**src/rtl/mlp_pkg.sv**
```systemverilog
// Shared constants, layout helpers and pipeline control type for the perceptron block.
package mlp_pkg;

  localparam int DATA_WIDTH     = 16;
  localparam int INPUT_COUNT    = 4;
  localparam int FIRST_HIDDEN   = 8;
  localparam int SECOND_HIDDEN  = 6;
  localparam int OUTPUT_COUNT   = 1;
  localparam int STORE_DEPTH    = 128;
  localparam int FRAC_BITS      = 12;
  localparam int INDEX_W        = 7;
  localparam int CFG_W          = 32;
  localparam int CFG_IDX_W      = 1;
  localparam int OUT_W          = 32;

  // store layout, row-major, each layer's weights then its biases
  localparam int L0_W = 0;
  localparam int L0_B = L0_W + INPUT_COUNT * FIRST_HIDDEN;
  localparam int L1_W = L0_B + FIRST_HIDDEN;
  localparam int L1_B = L1_W + FIRST_HIDDEN * SECOND_HIDDEN;
  localparam int L2_W = L1_B + SECOND_HIDDEN;
  localparam int L2_B = L2_W + SECOND_HIDDEN * OUTPUT_COUNT;

  // activation memory layout: features, first hidden, second hidden
  localparam int A0_BASE   = 0;
  localparam int A1_BASE   = A0_BASE + INPUT_COUNT;
  localparam int A2_BASE   = A1_BASE + FIRST_HIDDEN;
  localparam int ACT_DEPTH = A2_BASE + SECOND_HIDDEN;

  localparam int WADDR_W = $clog2(STORE_DEPTH);
  localparam int AADDR_W = (ACT_DEPTH > 1) ? $clog2(ACT_DEPTH) : 1;
  localparam int FSEL_W  = (INPUT_COUNT > 1) ? $clog2(INPUT_COUNT) : 1;

  localparam int MAX_FAN0 = (INPUT_COUNT > FIRST_HIDDEN) ? INPUT_COUNT : FIRST_HIDDEN;
  localparam int MAX_FAN  = (MAX_FAN0 > SECOND_HIDDEN) ? MAX_FAN0 : SECOND_HIDDEN;
  localparam int MAX_CNT  = (FIRST_HIDDEN > SECOND_HIDDEN) ? FIRST_HIDDEN : SECOND_HIDDEN;
  localparam int KCNT_W   = $clog2(MAX_FAN + 1);
  localparam int NCNT_W   = $clog2(MAX_CNT + 1);

  localparam int OPB_W  = CFG_W + 1;
  localparam int PROD_W = DATA_WIDTH + OPB_W;

  localparam int     ONE_Q    = 1 << FRAC_BITS;
  localparam int     HALF_Q   = 1 << (FRAC_BITS - 1);
  localparam longint DATA_MAX = (longint'(1) <<< (DATA_WIDTH - 1)) - 1;
  localparam longint DATA_MIN = -DATA_MAX - 1;
  localparam longint OUT_MAX  = (longint'(1) <<< (OUT_W - 1)) - 1;
  localparam longint OUT_MIN  = -OUT_MAX - 1;

  localparam logic [CFG_W-1:0]     SCALE_RESET  = 32'd65536;
  localparam logic [CFG_W-1:0]     OFFSET_RESET = 32'd0;
  localparam logic [CFG_IDX_W-1:0] CFG_SCALE    = 1'b0;
  localparam logic [CFG_IDX_W-1:0] CFG_OFFSET   = 1'b1;
  localparam logic                 FUNC_WRITE   = 1'b0;
  localparam logic                 FUNC_INFER   = 1'b1;

  typedef enum logic [1:0] {LYR_H1, LYR_H2, LYR_OUT} layer_t;

  typedef struct packed {
    logic               vld;
    logic               bias;
    logic               last;
    logic               hidden;
    logic               scale;
    logic [AADDR_W-1:0] waddr;
  } mac_ctl_t;

  function automatic logic [KCNT_W-1:0] fan_in(layer_t l);
    logic [KCNT_W-1:0] r;
    unique case (l)
      LYR_H1:  r = KCNT_W'(INPUT_COUNT);
      LYR_H2:  r = KCNT_W'(FIRST_HIDDEN);
      LYR_OUT: r = KCNT_W'(SECOND_HIDDEN);
      default: r = KCNT_W'(SECOND_HIDDEN);
    endcase
    return r;
  endfunction

  function automatic logic [NCNT_W-1:0] last_neuron(layer_t l);
    logic [NCNT_W-1:0] r;
    unique case (l)
      LYR_H1:  r = NCNT_W'(FIRST_HIDDEN - 1);
      LYR_H2:  r = NCNT_W'(SECOND_HIDDEN - 1);
      LYR_OUT: r = NCNT_W'(OUTPUT_COUNT - 1);
      default: r = NCNT_W'(OUTPUT_COUNT - 1);
    endcase
    return r;
  endfunction

  function automatic logic [WADDR_W-1:0] w_base(layer_t l);
    logic [WADDR_W-1:0] r;
    unique case (l)
      LYR_H1:  r = WADDR_W'(L0_W);
      LYR_H2:  r = WADDR_W'(L1_W);
      LYR_OUT: r = WADDR_W'(L2_W);
      default: r = WADDR_W'(L2_W);
    endcase
    return r;
  endfunction

  function automatic logic [WADDR_W-1:0] b_base(layer_t l);
    logic [WADDR_W-1:0] r;
    unique case (l)
      LYR_H1:  r = WADDR_W'(L0_B);
      LYR_H2:  r = WADDR_W'(L1_B);
      LYR_OUT: r = WADDR_W'(L2_B);
      default: r = WADDR_W'(L2_B);
    endcase
    return r;
  endfunction

  function automatic logic [AADDR_W-1:0] in_base(layer_t l);
    logic [AADDR_W-1:0] r;
    unique case (l)
      LYR_H1:  r = AADDR_W'(A0_BASE);
      LYR_H2:  r = AADDR_W'(A1_BASE);
      LYR_OUT: r = AADDR_W'(A2_BASE);
      default: r = AADDR_W'(A2_BASE);
    endcase
    return r;
  endfunction

  // output neuron is not stored; its base is unused
  function automatic logic [AADDR_W-1:0] out_base(layer_t l);
    logic [AADDR_W-1:0] r;
    unique case (l)
      LYR_H1:  r = AADDR_W'(A1_BASE);
      LYR_H2:  r = AADDR_W'(A2_BASE);
      LYR_OUT: r = AADDR_W'(A0_BASE);
      default: r = AADDR_W'(A0_BASE);
    endcase
    return r;
  endfunction

endpackage

```
**src/rtl/mlp_ram.sv**
```systemverilog
// Generic single-write, single-read synchronous RAM with registered read data.
module mlp_ram #(
  parameter int DEPTH = 128,
  parameter int WIDTH = 16,
  parameter int AW    = 7
) (
  input  logic             clk,
  input  logic             we,
  input  logic [AW-1:0]    waddr,
  input  logic [WIDTH-1:0] wdata,
  input  logic [AW-1:0]    raddr,
  output logic [WIDTH-1:0] rdata
);

  logic [WIDTH-1:0] mem [DEPTH];

  always_ff @(posedge clk) begin
    if (we) begin
      mem[waddr] <= wdata;
    end
    rdata <= mem[raddr];
  end

endmodule

```
**src/rtl/mlp_seq.sv**
```systemverilog
// Sequencer: feature load, per-neuron address generation, layer drains and final scaling.
module mlp_seq import mlp_pkg::*; (
  input  logic               clk,
  input  logic               rst_n,
  input  logic               start,
  input  logic               in_func,
  input  logic               pipe_busy,
  input  logic               fin,
  output logic               busy,
  output logic               clr,
  output logic               ld_we,
  output logic [AADDR_W-1:0] ld_addr,
  output mac_ctl_t           ctl,
  output logic [WADDR_W-1:0] w_raddr,
  output logic [AADDR_W-1:0] a_raddr
);

  typedef enum logic [2:0] {ST_IDLE, ST_LOAD, ST_ISSUE, ST_DRAIN, ST_SCALE, ST_FINISH} state_t;

  state_t             state_r, state_nxt;
  layer_t             layer_r, layer_nxt, layer_up;
  logic [KCNT_W-1:0]  k_r, k_nxt;
  logic [NCNT_W-1:0]  n_r, n_nxt;
  logic [WADDR_W-1:0] wptr_r, wptr_nxt, bptr_r, bptr_nxt;
  logic [AADDR_W-1:0] aptr_r, aptr_nxt;
  logic [FSEL_W-1:0]  lcnt_r, lcnt_nxt;

  assign busy     = (state_r != ST_IDLE);
  assign clr      = (state_r == ST_LOAD);
  assign ld_we    = (state_r == ST_LOAD);
  assign ld_addr  = AADDR_W'(A0_BASE) + AADDR_W'(lcnt_r);
  assign layer_up = (layer_r == LYR_H1) ? LYR_H2 : LYR_OUT;

  always_comb begin
    state_nxt = state_r;
    layer_nxt = layer_r;
    k_nxt     = k_r;
    n_nxt     = n_r;
    wptr_nxt  = wptr_r;
    bptr_nxt  = bptr_r;
    aptr_nxt  = aptr_r;
    lcnt_nxt  = lcnt_r;
    ctl       = '0;
    w_raddr   = wptr_r;
    a_raddr   = aptr_r;
    unique case (state_r)
      ST_IDLE: begin
        if (start && in_func == FUNC_INFER) begin
          state_nxt = ST_LOAD;
          lcnt_nxt  = '0;
        end
      end
      ST_LOAD: begin
        lcnt_nxt = lcnt_r + FSEL_W'(1);
        if (lcnt_r == FSEL_W'(INPUT_COUNT - 1)) begin
          state_nxt = ST_ISSUE;
          layer_nxt = LYR_H1;
          wptr_nxt  = w_base(LYR_H1);
          bptr_nxt  = b_base(LYR_H1);
          k_nxt     = '0;
          n_nxt     = '0;
        end
      end
      ST_ISSUE: begin
        ctl.vld    = 1'b1;
        ctl.bias   = (k_r == '0);
        ctl.last   = (k_r == fan_in(layer_r));
        ctl.hidden = (layer_r != LYR_OUT);
        ctl.waddr  = out_base(layer_r) + AADDR_W'(n_r);
        if (k_r == '0) begin
          w_raddr  = bptr_r;
          bptr_nxt = bptr_r + WADDR_W'(1);
          aptr_nxt = in_base(layer_r);
          k_nxt    = KCNT_W'(1);
        end else begin
          wptr_nxt = wptr_r + WADDR_W'(1);
          aptr_nxt = aptr_r + AADDR_W'(1);
          if (k_r == fan_in(layer_r)) begin
            k_nxt = '0;
            if (n_r == last_neuron(layer_r)) begin
              state_nxt = ST_DRAIN;
            end else begin
              n_nxt = n_r + NCNT_W'(1);
            end
          end else begin
            k_nxt = k_r + KCNT_W'(1);
          end
        end
      end
      ST_DRAIN: begin
        // wait for the last activation write of the layer
        if (!pipe_busy) begin
          if (layer_r == LYR_OUT) begin
            state_nxt = ST_SCALE;
          end else begin
            state_nxt = ST_ISSUE;
            layer_nxt = layer_up;
            wptr_nxt  = w_base(layer_up);
            bptr_nxt  = b_base(layer_up);
            k_nxt     = '0;
            n_nxt     = '0;
          end
        end
      end
      ST_SCALE: begin
        ctl.vld   = 1'b1;
        ctl.bias  = 1'b1;
        ctl.last  = 1'b1;
        ctl.scale = 1'b1;
        state_nxt = ST_FINISH;
      end
      ST_FINISH: begin
        if (fin) begin
          state_nxt = ST_IDLE;
        end
      end
      default: state_nxt = ST_IDLE;
    endcase
  end

  always_ff @(posedge clk) begin
    if (!rst_n) begin
      state_r <= ST_IDLE;
      layer_r <= LYR_H1;
      k_r     <= '0;
      n_r     <= '0;
      lcnt_r  <= '0;
    end else begin
      state_r <= state_nxt;
      layer_r <= layer_nxt;
      k_r     <= k_nxt;
      n_r     <= n_nxt;
      lcnt_r  <= lcnt_nxt;
    end
    wptr_r <= wptr_nxt;
    bptr_r <= bptr_nxt;
    aptr_r <= aptr_nxt;
  end

endmodule

```
**src/rtl/mlp_mac.sv**
```systemverilog
// Shared multiply-accumulate pipeline with rounding, clipping, ReLU and output denormalization.
module mlp_mac import mlp_pkg::*; (
  input  logic                        clk,
  input  logic                        rst_n,
  input  mac_ctl_t                    ctl,
  input  logic                        clr,
  input  logic signed [DATA_WIDTH-1:0] w_rdata,
  input  logic signed [DATA_WIDTH-1:0] a_rdata,
  input  logic        [CFG_W-1:0]      scale,
  input  logic signed [CFG_W-1:0]      offset,
  output logic                        pipe_busy,
  output logic                        fin,
  output logic                        act_we,
  output logic        [AADDR_W-1:0]    act_waddr,
  output logic        [DATA_WIDTH-1:0] act_wdata,
  output logic                        res_vld,
  output logic signed [OUT_W-1:0]      res_pred,
  output logic                        res_sat
);

  mac_ctl_t s1_r, s2_r, s3_r;

  logic signed [DATA_WIDTH-1:0] op_a, y_r;
  logic signed [OPB_W-1:0]      op_b;
  logic signed [PROD_W-1:0]     prod_r, acc_r, base, acc_nxt, rnd, hi, lo, clp;
  logic                         clip_hit, done3, sat_r;

  // stage 1: multiply
  always_comb begin
    op_a = s1_r.scale ? y_r : w_rdata;
    priority if (s1_r.scale) begin
      op_b = $signed({1'b0, scale});
    end else if (s1_r.bias) begin
      op_b = OPB_W'(ONE_Q);
    end else begin
      op_b = OPB_W'(a_rdata);
    end
  end

  // stage 2: accumulate; offset folded in before rounding
  always_comb begin
    if (s2_r.bias) begin
      base = s2_r.scale ? (PROD_W'(offset) <<< FRAC_BITS) : '0;
    end else begin
      base = acc_r;
    end
    acc_nxt = base + prod_r;
  end

  // stage 3: round half up, clip
  always_comb begin
    rnd      = (acc_r + PROD_W'(HALF_Q)) >>> FRAC_BITS;
    hi       = s3_r.scale ? PROD_W'(OUT_MAX) : PROD_W'(DATA_MAX);
    lo       = s3_r.scale ? PROD_W'(OUT_MIN) : PROD_W'(DATA_MIN);
    clip_hit = 1'b0;
    priority if (rnd > hi) begin
      clp      = hi;
      clip_hit = 1'b1;
    end else if (rnd < lo) begin
      clp      = lo;
      clip_hit = 1'b1;
    end else begin
      clp = rnd;
    end
  end

  assign done3     = s3_r.vld && s3_r.last;
  assign pipe_busy = s1_r.vld || s2_r.vld || s3_r.vld;
  assign fin       = done3 && s3_r.scale;
  assign act_we    = done3 && s3_r.hidden;
  assign act_waddr = s3_r.waddr;
  assign act_wdata = clp[DATA_WIDTH-1] ? '0 : clp[DATA_WIDTH-1:0];

  always_ff @(posedge clk) begin
    if (!rst_n) begin
      s1_r    <= '0;
      s2_r    <= '0;
      s3_r    <= '0;
      sat_r   <= 1'b0;
      res_vld <= 1'b0;
    end else begin
      s1_r    <= ctl;
      s2_r    <= s1_r;
      s3_r    <= s2_r;
      res_vld <= fin;
      if (clr) begin
        sat_r <= 1'b0;
      end else if (done3 && clip_hit) begin
        sat_r <= 1'b1;
      end
    end
    prod_r <= op_a * op_b;
    if (s2_r.vld) begin
      acc_r <= acc_nxt;
    end
    if (done3 && !s3_r.hidden && !s3_r.scale) begin
      y_r <= clp[DATA_WIDTH-1:0];
    end
    if (fin) begin
      res_pred <= clp[OUT_W-1:0];
      res_sat  <= sat_r || clip_hit;
    end
  end

endmodule

```
**src/rtl/mlp_relu_inference.sv**
```systemverilog
// Top level: 4-8-6-1 ReLU perceptron, weight store write and inference on one shared multiplier.
// Write transaction: taken while idle, no result, busy stays low.
// Infer transaction: a feature load, then the single multiplier doing one weight read and
// multiply-accumulate per cycle (101 in all) with a pipeline drain after each layer, then
// the scaling pass and the out_valid strobe. A new transaction is accepted in the cycle of
// the strobe. Synchronous reset clears control; the weight store is undefined until
// written; scale resets to 16.0 (12 fraction bits) and offset to 0.
module mlp_relu_inference import mlp_pkg::*; (
  input  logic                        clk,
  input  logic                        rst_n,
  input  logic                        start,
  output logic                        busy,
  input  logic                        in_func,
  input  logic        [INDEX_W-1:0]    in_store_index,
  input  logic signed [DATA_WIDTH-1:0] in_store_value,
  input  logic signed [DATA_WIDTH-1:0] in_feature_0,
  input  logic signed [DATA_WIDTH-1:0] in_feature_1,
  input  logic signed [DATA_WIDTH-1:0] in_feature_2,
  input  logic signed [DATA_WIDTH-1:0] in_feature_3,
  output logic                        out_valid,
  output logic signed [OUT_W-1:0]      out_prediction,
  output logic                        out_saturated,
  input  logic                        cfg_we,
  input  logic        [CFG_IDX_W-1:0]  cfg_index,
  input  logic        [CFG_W-1:0]      cfg_data
);

  logic        [CFG_W-1:0]      scale_r;
  logic signed [CFG_W-1:0]      offset_r;
  logic signed [DATA_WIDTH-1:0] feat_r [INPUT_COUNT];

  logic               accept, w_we, clr, ld_we, pipe_busy, fin;
  logic               act_we, mac_we;
  logic [AADDR_W-1:0] ld_addr, a_raddr, act_waddr, mac_waddr;
  logic [WADDR_W-1:0] w_raddr;
  logic [DATA_WIDTH-1:0] w_rdata, a_rdata, act_wdata, mac_wdata;
  mac_ctl_t           ctl;

  assign accept = start && !busy;
  assign w_we   = accept && (in_func == FUNC_WRITE);

  always_ff @(posedge clk) begin
    if (!rst_n) begin
      scale_r  <= SCALE_RESET;
      offset_r <= OFFSET_RESET;
    end else if (cfg_we) begin
      unique case (cfg_index)
        CFG_SCALE:  scale_r  <= cfg_data;
        CFG_OFFSET: offset_r <= cfg_data;
      endcase
    end
    if (accept && in_func == FUNC_INFER) begin
      feat_r[0] <= in_feature_0;
      feat_r[1] <= in_feature_1;
      feat_r[2] <= in_feature_2;
      feat_r[3] <= in_feature_3;
    end
  end

  assign act_we    = ld_we || mac_we;
  assign act_waddr = ld_we ? ld_addr : mac_waddr;
  assign act_wdata = ld_we ? feat_r[ld_addr[FSEL_W-1:0]] : mac_wdata;

  mlp_ram #(.DEPTH(STORE_DEPTH), .WIDTH(DATA_WIDTH), .AW(WADDR_W)) u_wmem (
    .clk   (clk),
    .we    (w_we),
    .waddr (WADDR_W'(in_store_index)),
    .wdata (in_store_value),
    .raddr (w_raddr),
    .rdata (w_rdata)
  );

  mlp_ram #(.DEPTH(ACT_DEPTH), .WIDTH(DATA_WIDTH), .AW(AADDR_W)) u_amem (
    .clk   (clk),
    .we    (act_we),
    .waddr (act_waddr),
    .wdata (act_wdata),
    .raddr (a_raddr),
    .rdata (a_rdata)
  );

  mlp_seq u_seq (
    .clk       (clk),
    .rst_n     (rst_n),
    .start     (start),
    .in_func   (in_func),
    .pipe_busy (pipe_busy),
    .fin       (fin),
    .busy      (busy),
    .clr       (clr),
    .ld_we     (ld_we),
    .ld_addr   (ld_addr),
    .ctl       (ctl),
    .w_raddr   (w_raddr),
    .a_raddr   (a_raddr)
  );

  mlp_mac u_mac (
    .clk       (clk),
    .rst_n     (rst_n),
    .ctl       (ctl),
    .clr       (clr),
    .w_rdata   (w_rdata),
    .a_rdata   (a_rdata),
    .scale     (scale_r),
    .offset    (offset_r),
    .pipe_busy (pipe_busy),
    .fin       (fin),
    .act_we    (mac_we),
    .act_waddr (mac_waddr),
    .act_wdata (mac_wdata),
    .res_vld   (out_valid),
    .res_pred  (out_prediction),
    .res_sat   (out_saturated)
  );

endmodule

```
**config.mk**
```make
export PLATFORM = sky130hd
export DESIGN_NAME = mlp_relu_inference
export DESIGN_NICKNAME = d
export VERILOG_FILES = /design/src/rtl/mlp_pkg.sv /design/src/rtl/mlp_ram.sv /design/src/rtl/mlp_seq.sv /design/src/rtl/mlp_mac.sv /design/src/rtl/mlp_relu_inference.sv
export SDC_FILE = /design/constraint.sdc
export NUM_CORES = 2
export LEC_CHECK = 0
export BUFFER_PORTS_ARGS = -buffer_cell sky130_fd_sc_hd__clkbuf_2
export CELL_PAD_IN_SITES_DETAIL_PLACEMENT = 0
export CELL_PAD_IN_SITES_GLOBAL_PLACEMENT = 1
export CORE_ASPECT_RATIO = 1.25
export CORE_UTILIZATION = 54
export CTS_CLUSTER_DIAMETER = 50
export DETAILED_ROUTE_END_ITERATION = 10
export PLACE_DENSITY_LB_ADDON = 0.1
export REMOVE_ABC_BUFFERS = 1
export SETUP_SLACK_MARGIN = 0.05
export SYNTH_ARGS = -nofsm -noshare
export SYNTH_HDL_FRONTEND = slang
export SYNTH_SLANG_ARGS = --single-unit
```
**constraint.sdc**
```tcl
create_clock -name clk -period 8.92 [get_ports clk]
set_input_delay 2.676 -clock clk [delete_from_list [all_inputs] [get_ports clk]]
set_output_delay 2.676 -clock clk [all_outputs]
set_load 0.1 [all_outputs]
```
==> run metrics <==
filler instances=17,809; Setup Crit Path Kind=reg2reg; distinct cell type count after synthesis=80; Die Y=542 um; Placer Congestion=0.923; adder and majority gate portion of the synthesized area=10.1%; Synth top area share=60.0%; # resized after CTS=0; number of setup violations in the final report=0; Via density=6.02; max_cap viols=0; Syn Inst Count=8,672; Root Driver=clkbuf_16; total core area=0.231 mm^2; Seq/Total Area, Yosys=63.1%; met3 wire length=21,100 um; WL/cell=28.2 um; first-pass GRT wire length=507,000 um; DRT Pass-1 Iters=5; minimum clock period=8.32 ns; FF+latch count, synth=2,710; initial antenna violation count=13; post-synthesis xor/xnor area fraction=1.02%; GR Overflow Total=0; fin crit share=93.3%; initial DRC count=6,510; clk sink count=2,710; Starting Density=54.5%; post-route ant nets=0; highest routed layer=met5; Post-Synth Simple-Gate Area=7.84%; clock-pin slew on the worst setup and hold paths=0.06 ns; setup TNS=0 ns; Synth Cell Area=0.126 mm^2; Clock Skews=0.0601 ns; Via Count=74,171; Post-synth EDFFs=2,517; dominant cell type by area after synthesis=edfxtp_1; post-synthesis compound-gate area fraction=5.54%; RSZ-0062 raised after global routing=no; Detailed Route WL=348,000 um; Final Hold Viols=0; Met2 Wirelength=175,000 um; Hold Path Class=reg2reg; P&R area growth vs syn=11.7%; post-place setup slack=0.569 ns; Post-Layout Cell Count=12,320; prevailing post-synth register cell=edfxtp_1; Cell Rows=197; WL met1=132,000 um; Crit path required time=9.63 ns; Buffers on Ports=159; largest net degree at the start of global routing=121; Synth Area per Inst=14.5 um^2; die footprint=0.235 mm^2; Critical Path End Type=flop; Slew @ Worst Pin=1.28 ns; worst path arrival time=9.03 ns; Worst Slack Setup Final=0.599 ns; crit start category=flop; Yosys warnings=0; slew margin rel.=14.1%; cts hold-fix bufs=0; placed cell count=11,811; CTS max path bufs=4; H-tree depth=5; num ports=160; number of remaining DRC errors=0; CTS tree=built; DIE WIDTH=434 um; largest family of logic cells by synthesized area=adder cells; status=completed; Max Freq=0.120 GHz; top post-synthesis cells by area=edfxtp_1 (60%), fa_1 (8.0%), mux4_2 (7.3%), nand2_1 (3.9%), dfxtp_1 (3.1%); Fin Hold WS=0.433 ns; number of buffers created by CTS=286; async set-or-reset flop fraction in the synthesized netlist=0%; worst skew pair latency=0.86 ns; Post-CTS Repair Setup Buffers=0; vias in the first global route=76,186; multiplexer area fraction after synthesis=9.02%; Total Routing Usage GR=29.7%; final net count=9,855; CP Max Fanout=63; Detail Placement HPWL=230,000 um; max-slew violation count=0; layout cell share with drive strength beyond 1=14.9%
[synthesized netlist by cell type, drive strengths merged (37+ instances only)]
library cell	count
ha	213
inv	646
a22oi	37
buf	176
a21boi	74
a21oi	295
xnor2	109
dfxtp	193
nor2	520
fa	502
and3	50
a32oi	107
nand4	44
o21ai	171
a211oi	38
clkbuf	250
nand2	1295
xor2	37
a31oi	105
nand3	171
and2	43
a21o	53
edfxtp	2517
nor4	47
mux2i	193
mux4	411
nor3	91
[critical path, cell delays in order, from the launching register on]
cell	delay [ns]
dfxtp_4	0.53
buf_4	0.57
a22o_1	0.58
nand2_1	0.14
fa_1	0.49
fa_1	0.47
fa_1	0.47
fa_1	0.50
inv_1	0.06
fa_1	0.53
inv_1	0.05
fa_1	0.48
inv_1	0.05
ha_1	0.35
and3_1	0.25
nand4_1	0.11
o31ai_1	0.93
a21oi_1	0.31
o21ai_0	0.48
o21ai_0	0.32
o31ai_1	0.29
nor2_1	0.08
xnor2_1	0.12
[stage by stage]
| stage | cell area (um^2) | util, % |
|---|---|---|
| after floorplan | 124000 | - |
| after global placement | 132000 | 56.9 |
| after detailed placement | 132000 | 56.9 |
| after CTS | 141000 | 60.9 |
| after global routing | 141000 | 60.9 |
| final | 141000 | 60.9 |
[sequential cells by signal, summed over array words and instances, names as in the netlist, 5 cells and up, named ones only]
register         count
offset_r            32
u_mac.prod_r        49
u_mac.y_r           16
u_mac.act_waddr      5
u_mac.acc_r         49
scale_r             32
u_seq.bptr_r         7
u_wmem.rdata        16
u_mac.s1_r          10
feat_r              64
u_wmem.mem        2048
u_seq.a_raddr        5
u_amem.mem         288
u_mac.s2_r          10
u_seq.wptr_r         7
u_amem.rdata        16
u_mac.res_pred      32
[layer usage]
layer | global-route usage (%) | vias to the layer above
met5 | 0 | -
met4 | 14.3 | 12
met3 | 3.77 | 702
met2 | 50.5 | 2810
met1 | 37.8 | 38199
li1 | - | 32448
[cells in the final DEF, fill, tap and decap left out, drive strengths merged, types with 22 or more instances in the layout]
cell    instances
clkbuf        492
xor2           37
nor2          520
mux2i         193
a21boi         74
ha            213
inv           662
a21o           53
dfxtp         193
and3           50
fa            502
nor2b          36
a32oi         107
edfxtp       2517
o21ai         171
nand2        1295
a211oi         38
clkinv        111
and2           43
a22o           22
xnor2         109
mux4          411
nor4           47
a22oi          37
nand3         171
nand4          44
bufinv         23
nor3           91
buf           339
a21oi         295
a31oi         105
[worst paths after layout]
| kind | start | endpoint | slack (ns) | depth (start not counted) |
|---|---|---|---|---|
| worst max-delay path | u_mac.s1_r[5]$_SDFF_PN0_ | u_mac.prod_r[46]$_DFF_P_ | 0.60 | 22 |
| worst max register to register | u_mac.s1_r[5]$_SDFF_PN0_ | u_mac.prod_r[46]$_DFF_P_ | 0.60 | 22 |
| worst min-delay path | u_mac.s2_r[3]$_SDFF_PN0_ | u_mac.act_waddr[3]$_SDFF_PN0_ | 0.43 | 1 |
| worst min register to register | u_mac.s2_r[3]$_SDFF_PN0_ | u_mac.act_waddr[3]$_SDFF_PN0_ | 0.43 | 1 |
[cell type report]
type	count	area (um^2)	share of cell area, %
Sequential cell	2710	79500	56.5
Clock inverter	155	1480	1.05
Multi-Input combinational cell	4889	42400	30.2
Tap cell	3084	3860	2.74
Inverter	647	2430	1.73
Clock buffer	350	7680	5.46
Timing Repair Buffer	481	3360	2.38
Antenna cell	4	10.0	0.00711
[cells by family after synthesis]
family / after synthesis
AOI/OAI and AO/OA: 1067
xor gates and xnor gates: 146
adders and majority gates: 715
buffers and inverters: 1073
DFF: 2710
muxes: 619
and+or+nand+nor: 2342
Power is left out: the tool's default activity adds up to more than one toggle a clock period on the data nets, which glitch-free logic cannot reach.
